File: config.mk
export PLATFORM = sky130hd
export DESIGN_NAME = periodic_task_tick_table
export DESIGN_NICKNAME = d
export VERILOG_FILES = /design/src/rtl/pttt_pkg.sv /design/src/rtl/pttt_front.sv /design/src/rtl/pttt_queue.sv /design/src/rtl/pttt_back.sv /design/src/rtl/periodic_task_tick_table.sv
export SDC_FILE = /design/constraint.sdc
export NUM_CORES = 1
export LEC_CHECK = 0
export CAP_MARGIN = 20
export CORE_MARGIN = 2
export CORE_UTILIZATION = 35
export CTS_CLUSTER_DIAMETER = 120
export DETAILED_ROUTE_END_ITERATION = 6
export DONT_BUFFER_PORTS = 1
export PLACE_DENSITY = 0.49
export SYNTH_ARGS = -nofsm -noshare
export SYNTH_HDL_FRONTEND = slang
export SYNTH_SLANG_ARGS = --single-unit
export TNS_END_PERCENT = 1
File: constraint.sdc
create_clock -name clk -period 14.24 [get_ports clk]
set_clock_uncertainty 0.05 [all_clocks]
set_input_delay 2.848 -clock clk [delete_from_list [all_inputs] [get_ports clk]]
set_output_delay 2.848 -clock clk [all_outputs]
set_load 0.01 [all_outputs]
File: src/rtl/pttt_pkg.sv
package pttt_pkg;

	// Table size and derived widths.
	localparam int MAX_TASKS   = 8;
	localparam int MAX_RESULTS = 8;
	localparam int IDX_W       = (MAX_TASKS > 1) ? $clog2(MAX_TASKS) : 1;
	localparam int CNT_W       = $clog2(MAX_TASKS + 1);
	localparam int RES_W       = $clog2(MAX_RESULTS + 1);

	// Depth of the queue between the front and back parts.
	localparam int QDEPTH = 2;
	localparam int QPTR_W = (QDEPTH > 1) ? $clog2(QDEPTH) : 1;
	localparam int QCNT_W = $clog2(QDEPTH + 1);

	// Opcodes of an input item.
	localparam logic [1:0] OP_TICK = 2'd0;
	localparam logic [1:0] OP_ADD  = 2'd1;
	localparam logic [1:0] OP_DEL  = 2'd2;
	localparam logic [1:0] OP_NOP  = 2'd3;

	// Result status codes.
	localparam logic [2:0] STAT_DUE      = 3'd0;
	localparam logic [2:0] STAT_NONE     = 3'd1;
	localparam logic [2:0] STAT_ADDED    = 3'd2;
	localparam logic [2:0] STAT_FULL     = 3'd3;
	localparam logic [2:0] STAT_DELETED  = 3'd4;
	localparam logic [2:0] STAT_NOTFOUND = 3'd5;

	// Classified command passed from the front part to the back part.
	typedef enum logic [1:0] {
		CMD_TICK,
		CMD_ADD,
		CMD_DEL,
		CMD_NOP
	} cmd_kind_t;

	typedef struct packed {
		cmd_kind_t   kind;
		logic [7:0]  task_id;
		logic [15:0] reload;
	} cmd_t;

endpackage

File: src/rtl/pttt_front.sv
module pttt_front (
	input  logic             clk,
	input  logic             arst_n,
	input  logic             start,
	output logic             busy,
	input  logic [1:0]       opcode,
	input  logic [7:0]       task_id,
	input  logic [15:0]      period,
	input  logic [7:0]       priority_req,
	output logic             cmd_valid,
	output pttt_pkg::cmd_t   cmd,
	input  logic             q_full
);
	import pttt_pkg::*;

	logic  valid_s1;
	cmd_t  cmd_s1;
	cmd_t  cmd_new;
	logic  accept;
	logic  move;

	// The held item moves on once the queue has room.
	assign move      = valid_s1 && !q_full;
	assign busy      = valid_s1 && q_full;
	assign accept    = start && !busy;
	assign cmd_valid = valid_s1;
	assign cmd       = cmd_s1;

	// Classify the item and work out the reload value of an add.
	always_comb begin
		cmd_new.task_id = task_id;
		cmd_new.reload  = period + {8'd0, priority_req};
		unique case (opcode)
			OP_TICK: cmd_new.kind = CMD_TICK;
			OP_ADD:  cmd_new.kind = CMD_ADD;
			OP_DEL:  cmd_new.kind = CMD_DEL;
			OP_NOP:  cmd_new.kind = CMD_NOP;
		endcase
	end

	always_ff @(posedge clk or negedge arst_n) begin
		if (!arst_n) begin
			valid_s1 <= 1'b0;
		end else if (accept) begin
			valid_s1 <= 1'b1;
		end else if (move) begin
			valid_s1 <= 1'b0;
		end
	end

	// Payload needs no reset.
	always_ff @(posedge clk) begin
		if (accept) begin
			cmd_s1 <= cmd_new;
		end
	end

endmodule

File: src/rtl/pttt_queue.sv
module pttt_queue (
	input  logic           clk,
	input  logic           arst_n,
	input  logic           push,
	input  pttt_pkg::cmd_t push_cmd,
	output logic           full,
	input  logic           pop,
	output pttt_pkg::cmd_t pop_cmd,
	output logic           empty
);
	import pttt_pkg::*;

	cmd_t              mem_q [QDEPTH];
	logic [QPTR_W-1:0] wr_ptr_q;
	logic [QPTR_W-1:0] rd_ptr_q;
	logic [QCNT_W-1:0] cnt_q;
	logic              do_push;
	logic              do_pop;

	assign full    = (cnt_q == QCNT_W'(QDEPTH));
	assign empty   = (cnt_q == '0);
	assign do_push = push && !full;
	assign do_pop  = pop && !empty;
	assign pop_cmd = mem_q[rd_ptr_q];

	// Pointers wrap at the queue depth.
	always_ff @(posedge clk or negedge arst_n) begin
		if (!arst_n) begin
			wr_ptr_q <= '0;
			rd_ptr_q <= '0;
			cnt_q    <= '0;
		end else begin
			if (do_push) begin
				wr_ptr_q <= (wr_ptr_q == QPTR_W'(QDEPTH - 1)) ? '0 : wr_ptr_q + 1'b1;
			end
			if (do_pop) begin
				rd_ptr_q <= (rd_ptr_q == QPTR_W'(QDEPTH - 1)) ? '0 : rd_ptr_q + 1'b1;
			end
			if (do_push && !do_pop) begin
				cnt_q <= cnt_q + 1'b1;
			end else if (do_pop && !do_push) begin
				cnt_q <= cnt_q - 1'b1;
			end
		end
	end

	always_ff @(posedge clk) begin
		if (do_push) begin
			mem_q[wr_ptr_q] <= push_cmd;
		end
	end

endmodule

File: src/rtl/pttt_back.sv
module pttt_back (
	input  logic           clk,
	input  logic           arst_n,
	input  logic           cmd_avail,
	input  pttt_pkg::cmd_t cmd,
	output logic           pop,
	output logic           done,
	output logic [2:0]     status,
	output logic [7:0]     due_id,
	output logic           last
);
	import pttt_pkg::*;

	localparam logic [2:0] S_IDLE  = 3'd0;
	localparam logic [2:0] S_TICK  = 3'd1;
	localparam logic [2:0] S_FIN   = 3'd2;
	localparam logic [2:0] S_SRCH  = 3'd3;
	localparam logic [2:0] S_SHIFT = 3'd4;

	// Task table.
	logic [7:0]  id_q  [MAX_TASKS];
	logic [15:0] per_q [MAX_TASKS];
	logic [15:0] cd_q  [MAX_TASKS];

	logic [2:0]       state_q;
	logic [IDX_W-1:0] idx_q;
	logic [CNT_W-1:0] count_q;
	logic [7:0]       tgt_q;
	logic             pend_valid_q;
	logic [7:0]       pend_id_q;
	logic [RES_W-1:0] nres_q;
	logic             done_q;
	logic [2:0]       status_q;
	logic [7:0]       due_id_q;
	logic             last_q;

	logic [IDX_W-1:0] rd_idx;
	logic [7:0]       rd_id;
	logic [15:0]      rd_per;
	logic [15:0]      rd_cd;
	logic             last_entry;
	logic             shift_end;
	logic             is_due;
	logic             room;
	logic             wr_en;
	logic [IDX_W-1:0] wr_idx;
	logic [7:0]       wr_id;
	logic [15:0]      wr_per;
	logic [15:0]      wr_cd;

	assign pop    = (state_q == S_IDLE) && cmd_avail;
	assign done   = done_q;
	assign status = status_q;
	assign due_id = due_id_q;
	assign last   = last_q;

	// One read port: the entry after the cursor while shifting, else the cursor entry.
	assign rd_idx     = (state_q == S_SHIFT) ? idx_q + 1'b1 : idx_q;
	assign rd_id      = id_q[rd_idx];
	assign rd_per     = per_q[rd_idx];
	assign rd_cd      = cd_q[rd_idx];
	assign last_entry = (CNT_W'(idx_q) + 1'b1 == count_q);
	assign shift_end  = (CNT_W'(idx_q) + CNT_W'(2) == count_q);
	assign is_due     = (rd_cd == 16'd0);
	assign room       = (nres_q < RES_W'(MAX_RESULTS));

	// Single write port into the table.
	always_comb begin
		wr_en  = 1'b0;
		wr_idx = idx_q;
		wr_id  = rd_id;
		wr_per = rd_per;
		wr_cd  = rd_cd;
		unique case (state_q)
			S_IDLE: begin
				if (pop && cmd.kind == CMD_ADD && count_q < CNT_W'(MAX_TASKS)) begin
					wr_en  = 1'b1;
					wr_idx = count_q[IDX_W-1:0];
					wr_id  = cmd.task_id;
					wr_per = cmd.reload;
					wr_cd  = cmd.reload;
				end
			end
			S_TICK: begin
				wr_en = 1'b1;
				wr_cd = (is_due ? rd_per : rd_cd) - 16'd1;
			end
			S_SHIFT: begin
				wr_en = 1'b1;
			end
			S_FIN, S_SRCH: begin
				wr_en = 1'b0;
			end
			default: begin
				wr_en = 1'b0;
			end
		endcase
	end

	always_ff @(posedge clk) begin
		if (wr_en) begin
			id_q[wr_idx]  <= wr_id;
			per_q[wr_idx] <= wr_per;
			cd_q[wr_idx]  <= wr_cd;
		end
	end

	// Sequencer: runs one command at a time and drives the result strobe.
	always_ff @(posedge clk or negedge arst_n) begin
		if (!arst_n) begin
			state_q      <= S_IDLE;
			idx_q        <= '0;
			count_q      <= '0;
			tgt_q        <= '0;
			pend_valid_q <= 1'b0;
			pend_id_q    <= '0;
			nres_q       <= '0;
			done_q       <= 1'b0;
			status_q     <= STAT_NONE;
			due_id_q     <= '0;
			last_q       <= 1'b0;
		end else begin
			done_q <= 1'b0;
			unique case (state_q)
				S_IDLE: begin
					if (pop) begin
						unique case (cmd.kind)
							CMD_TICK: begin
								if (count_q == '0) begin
									done_q   <= 1'b1;
									status_q <= STAT_NONE;
									due_id_q <= '0;
									last_q   <= 1'b1;
								end else begin
									idx_q        <= '0;
									nres_q       <= '0;
									pend_valid_q <= 1'b0;
									state_q      <= S_TICK;
								end
							end
							CMD_ADD: begin
								done_q   <= 1'b1;
								due_id_q <= '0;
								last_q   <= 1'b1;
								if (count_q < CNT_W'(MAX_TASKS)) begin
									count_q  <= count_q + 1'b1;
									status_q <= STAT_ADDED;
								end else begin
									status_q <= STAT_FULL;
								end
							end
							CMD_DEL: begin
								if (count_q == '0) begin
									done_q   <= 1'b1;
									status_q <= STAT_NOTFOUND;
									due_id_q <= '0;
									last_q   <= 1'b1;
								end else begin
									tgt_q   <= cmd.task_id;
									idx_q   <= '0;
									state_q <= S_SRCH;
								end
							end
							CMD_NOP: begin
								done_q   <= 1'b1;
								status_q <= STAT_NONE;
								due_id_q <= '0;
								last_q   <= 1'b1;
							end
						endcase
					end
				end
				S_TICK: begin
					// A new due entry releases the previous one, which is then not the last.
					if (is_due && room) begin
						if (pend_valid_q) begin
							done_q   <= 1'b1;
							status_q <= STAT_DUE;
							due_id_q <= pend_id_q;
							last_q   <= 1'b0;
						end
						pend_valid_q <= 1'b1;
						pend_id_q    <= rd_id;
						nres_q       <= nres_q + 1'b1;
					end
					if (last_entry) begin
						state_q <= S_FIN;
					end else begin
						idx_q <= idx_q + 1'b1;
					end
				end
				S_FIN: begin
					done_q       <= 1'b1;
					last_q       <= 1'b1;
					pend_valid_q <= 1'b0;
					if (pend_valid_q) begin
						status_q <= STAT_DUE;
						due_id_q <= pend_id_q;
					end else begin
						status_q <= STAT_NONE;
						due_id_q <= '0;
					end
					state_q <= S_IDLE;
				end
				S_SRCH: begin
					if (rd_id == tgt_q) begin
						if (last_entry) begin
							count_q  <= count_q - 1'b1;
							done_q   <= 1'b1;
							status_q <= STAT_DELETED;
							due_id_q <= '0;
							last_q   <= 1'b1;
							state_q  <= S_IDLE;
						end else begin
							state_q <= S_SHIFT;
						end
					end else if (last_entry) begin
						done_q   <= 1'b1;
						status_q <= STAT_NOTFOUND;
						due_id_q <= '0;
						last_q   <= 1'b1;
						state_q  <= S_IDLE;
					end else begin
						idx_q <= idx_q + 1'b1;
					end
				end
				S_SHIFT: begin
					if (shift_end) begin
						count_q  <= count_q - 1'b1;
						done_q   <= 1'b1;
						status_q <= STAT_DELETED;
						due_id_q <= '0;
						last_q   <= 1'b1;
						state_q  <= S_IDLE;
					end else begin
						idx_q <= idx_q + 1'b1;
					end
				end
				default: begin
					state_q <= S_IDLE;
				end
			endcase
		end
	end

endmodule

File: src/rtl/periodic_task_tick_table.sv
// Channel   Handshake            Payload
// input     start / busy         opcode, task_id, period, priority_req
// result    done (one cycle)     status, due_id, last
//
// An item is registered by the front part, queued, then run by the back part, which
// registers its results.
// In the back part a tick over a non-empty table visits each entry in turn on the single
// read port, then gives the final result; a delete over a non-empty table searches up to
// the match, then shifts the rest down. After reset the table is empty and items are
// taken at once.
// busy rises only when the front register and the queue are both full; results
// cannot be stalled and appear for one cycle each.
module periodic_task_tick_table (
	input  logic        clk,
	input  logic        arst_n,
	input  logic        start,
	output logic        busy,
	input  logic [1:0]  opcode,
	input  logic [7:0]  task_id,
	input  logic [15:0] period,
	input  logic [7:0]  priority_req,
	output logic        done,
	output logic [2:0]  status,
	output logic [7:0]  due_id,
	output logic        last
);
	import pttt_pkg::*;

	logic  fe_valid;
	cmd_t  fe_cmd;
	logic  q_full;
	logic  q_empty;
	logic  q_pop;
	cmd_t  q_cmd;

	// Front part: accepts and classifies items.
	pttt_front u_front (
		.clk          (clk),
		.arst_n       (arst_n),
		.start        (start),
		.busy         (busy),
		.opcode       (opcode),
		.task_id      (task_id),
		.period       (period),
		.priority_req (priority_req),
		.cmd_valid    (fe_valid),
		.cmd          (fe_cmd),
		.q_full       (q_full)
	);

	// Command queue between the two parts.
	pttt_queue u_queue (
		.clk      (clk),
		.arst_n   (arst_n),
		.push     (fe_valid),
		.push_cmd (fe_cmd),
		.full     (q_full),
		.pop      (q_pop),
		.pop_cmd  (q_cmd),
		.empty    (q_empty)
	);

	// Back part: owns the task table and produces results.
	pttt_back u_back (
		.clk       (clk),
		.arst_n    (arst_n),
		.cmd_avail (!q_empty),
		.cmd       (q_cmd),
		.pop       (q_pop),
		.done      (done),
		.status    (status),
		.due_id    (due_id),
		.last      (last)
	);

endmodule
Yosys cells after proc, flatten, opt, wreduce, memory -nomap -nowiden
Memory sizes are Yosys's and may differ from the RTL's.
Cells that the tools add are included.
Widths: inputs -> output; s select.
{"block": "op_classes", "addsub": 12, "mul": 0, "div": 0, "n_lt_le_gt_ge": 2, "n_eq_ne": 35, "n_shift": 0, "muxes": 95, "bitwise": 1, "n_reduce_logical": 40}
{"op": "$mux 3", "count": 26}
{"op": "$mux 8", "count": 9}
{"op": "$mux 16", "count": 4}
{"op": "$mux 4", "count": 10}
{"op": "$pmux 8 s5", "count": 1}
{"op": "$pmux 3 s4", "count": 3}
{"op": "$pmux 16 s2", "count": 1}
{"op": "$mux 1", "count": 27}
{"op": "$reduce_and 7->1", "count": 3}
{"op": "$ne 3x3->1 const B", "count": 6}
{"op": "$add 16x8->16", "count": 1}
{"op": "$logic_not 16->1", "count": 1}
{"op": "$pmux 8 s2", "count": 1}
{"op": "$sub 16x1->16 const B", "count": 1}
{"op": "$pmux 3 s5", "count": 1}
{"op": "$ne 2x1->1 const B", "count": 7}
{"op": "$ne 2x2->1 const B", "count": 7}
{"op": "$pmux 4 s3", "count": 1}
{"op": "$eq 2x2->1 const B", "count": 5}
{"op": "$logic_and 1x1->1", "count": 10}
{"op": "$pmux 1 s5", "count": 2}
{"op": "$reduce_and 5->1", "count": 2}
{"op": "$add 4x1->4 const B", "count": 2}
{"op": "$eq 4x4->1", "count": 2}
{"op": "34 further kinds", "count": 52}
{"block": "word_totals", "register_bits": 75, "latch_bits": 0, "ramBits": 372, "mem_bits_ro": 0, "input_bits": 37, "out_inout_bits": 14, "wordCells": 207, "memories": 4}
{"memory": "u_back.cd_q", "depth": 8, "word_bits": 16, "rd": 1, "rd_clocked_by_memory_dff": 0, "wr": 1, "line_no": "pttt_back.sv:23", "rtl": "logic [15:0] cd_q [MAX_TASKS];"}
{"memory": "u_back.per_q", "depth": 8, "word_bits": 16, "rd": 1, "rd_clocked_by_memory_dff": 0, "wr": 1, "line_no": "pttt_back.sv:22", "rtl": "logic [15:0] per_q [MAX_TASKS];"}
{"memory": "u_back.id_q", "depth": 8, "word_bits": 8, "rd": 1, "rd_clocked_by_memory_dff": 0, "wr": 1, "line_no": "pttt_back.sv:21", "rtl": "logic [7:0] id_q [MAX_TASKS];"}
{"memory": "u_queue.mem_q", "depth": 2, "word_bits": 26, "rd": 1, "rd_clocked_by_memory_dff": 0, "wr": 1, "line_no": "pttt_queue.sv:13", "rtl": "cmd_t mem_q [QDEPTH];"}

Depth between registers and ports, before layout
{"block": "logic_depth", "ltp_word": 9, "depth_mapped": 20, "ltp_nobuf": 16}

By module
From an unflattened synthesis, not the netlist that was laid out.
{"block": "hier_totals", "cells_unflattened": 1353, "hier_area_um2": 19867.8}
{"module": "pttt_back", "n_inst": 1, "cells_each": 1158, "area_per_inst_um2": 16375.7, "seq_area_each_um2": 10711.5}
{"module": "pttt_queue", "n_inst": 1, "cells_each": 100, "area_per_inst_um2": 2173.3, "seq_area_each_um2": 1661.6}
{"module": "pttt_front", "n_inst": 1, "cells_each": 94, "area_per_inst_um2": 1315.0, "seq_area_each_um2": 805.8}
{"module": "periodic_task_tick_table", "n_inst": 1, "cells_each": 1, "area_per_inst_um2": 3.8, "seq_area_each_um2": 0.0}

Least setup slack after synthesis
OpenSTA, ideal clock, no wires.
{"block": "synth_path", "path_type": "register -> register", "startpoint": "register u_queue.rd_ptr_q", "endpoint": "memory u_back.cd_q[6][0], enable pin", "setup_time_ps": 437, "t_arrival_ps": 4860, "required_ps": 13753, "path_slack_ps": 8893, "stages_incl_launch_ff": 12, "path_buffers": 4, "cell_sequence": "dfrtp_1 -> clkbuf_1 -> clkbuf_1 -> clkbuf_1 -> mux2i_1 -> ha_1 -> nor2b_1 -> and2_1 -> clkbuf_1 -> and3_1 -> a31oi_1 -> nor2_1"}
{"block": "synth_between", "elab_chain_cells": 8}
{"item": "from (decl)", "line_no": "pttt_queue.sv:15", "rtl": "logic [QPTR_W-1:0] rd_ptr_q;"}
{"item": "from (signal assigned)", "line_no": "pttt_queue.sv:37", "rtl": "rd_ptr_q <= (rd_ptr_q == QPTR_W'(QDEPTH - 1)) ? '0 : rd_ptr_q + 1'b1;"}
{"item": "$mem_v2 2x26 (*)"}
{"item": "$eq 2x1->1 (*)", "line_no": "pttt_back.sv:76", "rtl": "if (pop && cmd.kind == CMD_ADD && count_q < CNT_W'(MAX_TASKS)) begin"}
{"item": "$logic_and 1x1->1 (*) (2 in a row)", "line_no": "pttt_back.sv:76"}
{"item": "$mux 1", "line_no": "pttt_back.sv:76"}
{"item": "$pmux 1 s2", "line_no": "pttt_back.sv:74", "rtl": "unique case (state_q)"}
{"item": "$mux 1", "line_no": "pttt_back.sv:101", "rtl": "if (wr_en) begin"}
{"item": "$mux 1 (not written as such)", "line_no": "pttt_back.sv:104", "rtl": "cd_q[wr_idx] <= wr_cd;"}
{"item": "to (decl)", "line_no": "pttt_back.sv:23"}
Mark *: on every way between the ends. The rest lies on a longest branch, timed or not.

Worst setup path in the final report
{"block": "layout_path", "startpoint": "register u_back.state_q[0]", "endpoint": "memory u_back.cd_q[3][8], data pin"}
{"block": "layout_between", "elab_chain_cells": 7}
{"item": "from (decl)", "line_no": "pttt_back.sv:25", "rtl": "logic [2:0] state_q;"}
{"item": "from (signal assigned)", "line_no": "pttt_back.sv:111", "rtl": "state_q <= S_IDLE;"}
{"item": "from (signal assigned)", "line_no": "pttt_back.sv:138", "rtl": "state_q <= S_TICK;"}
{"item": "from (signal assigned)", "line_no": "pttt_back.sv:161", "rtl": "state_q <= S_SRCH;"}
{"item": "$eq 3x3->1", "line_no": "pttt_back.sv:58", "rtl": "assign rd_idx = (state_q == S_SHIFT) ? idx_q + 1'b1 : idx_q;"}
{"item": "$mux 3", "line_no": "pttt_back.sv:58"}
{"item": "$mem_v2 8x16"}
{"item": "$logic_not 16->1", "line_no": "pttt_back.sv:64", "rtl": "assign is_due = (rd_cd == 16'd0);"}
{"item": "$mux 16", "line_no": "pttt_back.sv:86", "rtl": "wr_cd = (is_due ? rd_per : rd_cd) - 16'd1;"}
{"item": "$sub 16x1->16", "line_no": "pttt_back.sv:86"}
{"item": "$pmux 16 s2 (*)", "line_no": "pttt_back.sv:74"}
{"item": "net u_back.wr_cd[8]", "line_no": "pttt_back.sv:49", "rtl": "logic [15:0] wr_cd;"}
Mark *: on every way through the listed nets, which the timed path passes. The rest lies on a longest branch.

==> run metrics <==
Worst Path Required 14.47 ns; power density cells 250 mW/mm^2; Post-CTS Resized 0; Pre-antenna DRT Iters 6; initial antenna violation count 0; post-DP HPWL around 26000 um; Critical Path End Type flop; Slew Viols, Final 0; PortBufs 0; XOR/XNOR share of the synthesized area under 10%; Routed WL 44100 um; fin crit share 42.7%; area post-placement 0.0203 mm^2; worst hold slack between 0.3 and 0.4 ns; ANT cells 0; Vias/cell 5.13; adder-cell share of the synthesized area 1.43%; Reg clk slew, reported paths 0.06 ns; DR iter-0 viols roughly 970; gr usage total 15.6%; post-synthesis sequential area ratio between 60% and 70%; clk_lat worst skew 0.60 ns; final core occ 39.7%; asr flop ratio synth around 11%; wire length per cell 21.0 um; via count 10800; Cell Int Power between 3 and 4 mW; GP Congestion a little under 0.8; critical-path cell list or3b_1, mux2_2, a222oi_1, a22oi_1, and4b_4, nand3_1, or2_2, o21a_1, ha_1, and4_1, o31ai_2, nor2_1, xnor2_1, o21ai_0; largest family of logic cells by synthesized area multiplexers; number of cells on the critical path 14; Root Buffer clkbuf_16; CTS Hold Buffers Added 0; Max VDD drop 0.112 mV; Core ar. 0.0550 mm^2; DP Worst Slack 8.24 ns; Die X 240 um; Clock Power Share between 20 and 25%; Syn Nets 1365; P_leak 7.92 nW; layout cells sized above 1 11.5%; DRC violations left 0; Clock Tree Buf Depth 3; Final TNS setup 0 ns; Compound-Gate Fraction of Synth Area 8.35%; Post-Syn Instances 1307; starting density of the core 35.3%; nets 1377; IO Count 51; outcome finished clean; slowest cell delay on critical path roughly 0.68 ns; Setup WS post-layout 8.17 ns; final instance area 0.0218 mm^2; Psw 1.95 mW; Fin. Hold Viols 0; RSZ-0062 raised after global routing false; simple-gate area share of the yosys netlist slightly above 6%; number of synthesized flops with an enable pin 398; CTS buffer count a little under 50; Die Area 0.0574 mm^2; Worst slew margin between 20% and 30%; combinational share of power 36.1%; fin crit period 6.07 ns; Hold/Removal Path Class flop to flop; Yosys Warn Count 0; Distinct cells, synth slightly below 80; sw frac 35.9%; synthesized cell area 0.0194 mm^2; Mean Syn Cell Area 14.9 um^2; Cells on Worst Hold Path 0; critical path's slowest cell dfrtp_1; Routed Antenna Nets 0; clock sinks 447; # Post-CTS Setup Buffers 0; Chip Height around 240 um; Top Family by Delay on Critical Path simple AND/OR/NAND/NOR gates; area grow syn2layout 12.5%; Setup-failing EPs final 0; TritonCTS clock tree yes; first-pass GRT wire length 67200 um; CP bufs+invs 0; vias in the first global route 10800; number of max-cap violations 0; mux contribution to synthesized area 10.8%; critical path type flop to flop; FMAX 165 MHz; flops & latches, synth 447; startpoint types flop; worst-path fanout max 23; worst slew pin tran roughly 1.1 ns; Seq pwr share 41.3%; ys flop type edfxtp_1; H-tree Lvls 2; WP data arrival approximately 6.3 ns; Reg2Reg Depth 14; FP Rows 86; grt total ovfl 0; largest net degree at the start of global routing 55
==> flip-flops by register name, summed over array words and instances (netlist names), 4 cells and up <==
register and count:
u_front.cmd 26, u_queue.mem_q 52, u_back.due_id 8, u_back.per_q 128
u_back.tgt_q 8, u_back.cd_q 128, u_back.count_q 4, u_back.pend_id_q 8
u_back.id_q 64, u_back.nres_q 4
==> layout by cell type, fill, tap and decap left out, drive strengths merged, types with 9 or more instances in the layout <==
cell,instances
a21oi,40
a222oi,22
mux2,12
nor2b,10
edfxtp,398
clkbuf,57
nand2,65
buf,23
clkinv,18
nor3,10
dfrtp,48
o21ai,48
mux4,27
inv,91
ha,19
xnor2,32
a22oi,21
o21a,28
nor2,74
nand3,13
xor2,15
o22ai,11
and3,10
mux2i,135
and2,9
==> final cells by class <==
type | count | area, um^2
clock buffer | 57 | 1260
clock inverter | 27 | 278
fill | 5063 | 33100
inverter | 88 | 330
multi-input combinational | 710 | 5690
sequential | 447 | 13200
tap | 748 | 936
timing repair buffer | 23 | 173
==> synthesized netlist by cell type, drive strengths merged (4+ instances only) <==
cell / number / area, um^2
o31ai: 4 / 35.0
o21a: 28 / 210
o22ai: 11 / 68.8
nor2: 74 / 280
dfrtp: 48 / 1200
edfxtp: 398 / 12000
nand4: 5 / 31.3
xor2: 15 / 131
ha: 19 / 238
clkbuf: 32 / 120
and2: 9 / 56.3
a222oi: 22 / 220
nand3b: 5 / 37.5
a22oi: 21 / 158
mux4: 27 / 608
nor4: 4 / 31.3
o22a: 6 / 52.6
or3: 5 / 31.3
nor3: 10 / 55.1
o221ai: 7 / 61.3
xnor2: 32 / 280
a21o: 7 / 52.6
inv: 88 / 330
nand2b: 7 / 43.8
nand2: 65 / 244
a211oi: 6 / 50.1
nor2b: 10 / 62.6
o21ai: 48 / 244
a21oi: 40 / 204
buf: 30 / 195
and3: 10 / 62.6
mux2i: 135 / 1350
mux2: 12 / 139
a31oi: 6 / 37.5
nand3: 13 / 65.1
==> through the flow <==
stage | std cells | total power [mW]
finish | 2100 | 5.45
global route | 2100 | 5.77
CTS | 2100 | 5.51
detailed placement | 2016 | 4.27
global placement | 2016 | 4.25
floorplan | 1307 | 3.62
==> cells by family after synthesis <==
| logic type | after synthesis |
|---|---|
| flip-flops | 447 |
| buffers and inverters | 150 |
| adder cells (fa/ha/maj) | 21 |
| AO/OA/AOI/OAI | 231 |
| multiplexers | 174 |
| XOR/XNOR | 47 |
| AND/OR/NAND/NOR | 237 |
==> routing by layer <==
layer  up-vias  track usage [%]  share of wire [%]
met4         0             4.96                2.0
met5         -                0                  0
met2       238             24.8                 47
met3        57             2.12                4.0
li1       5005                -                  -
met1      5472             22.1                 47
==> worst paths after layout <==
check	startpoint	endpoint	slack (ns)
max	u_back.state_q[0]$_DFFE_PN0P_	u_back.cd_q[3][8]$_DFFE_PP_	8.17
min	u_front.cmd[3]$_DFFE_PP_	u_queue.mem_q[1][3]$_DFFE_PP_	0.39
max reg2reg	u_back.state_q[0]$_DFFE_PN0P_	u_back.cd_q[3][8]$_DFFE_PP_	8.17
min reg2reg	u_front.cmd[3]$_DFFE_PP_	u_queue.mem_q[1][3]$_DFFE_PP_	0.39
max in group asynchronous	arst_n	u_back.status[0]$_DFFE_PN1P_	12.03
min in group asynchronous	arst_n	u_back.count_q[3]$_DFFE_PN0P_	1.90
==> worst register-to-register path, cell delays in order, from the launching register on <==
cell and delay [ns]:
dfrtp_1 0.68, or3b_1 0.68, mux2_2 0.65, a222oi_1 0.20, a22oi_1 0.54, and4b_4 0.34
nand3_1 0.39, or2_2 0.58, o21a_1 0.23, ha_1 0.23, and4_1 0.17, o31ai_2 0.13
nor2_1 0.12, xnor2_1 0.14, o21ai_0 0.63
==> power by group through the flow <==
stage	combinational, mW	clock [mW]	sequential (mW)
after global routing	2.17	1.31	2.28
after floorplan	1.40	0	2.22
final	1.97	1.23	2.25
after global placement	1.98	0	2.27
after detailed placement	1.99	0	2.28
after CTS	2.00	1.26	2.25
No activity file was read; power rests on OpenSTA's default activity.
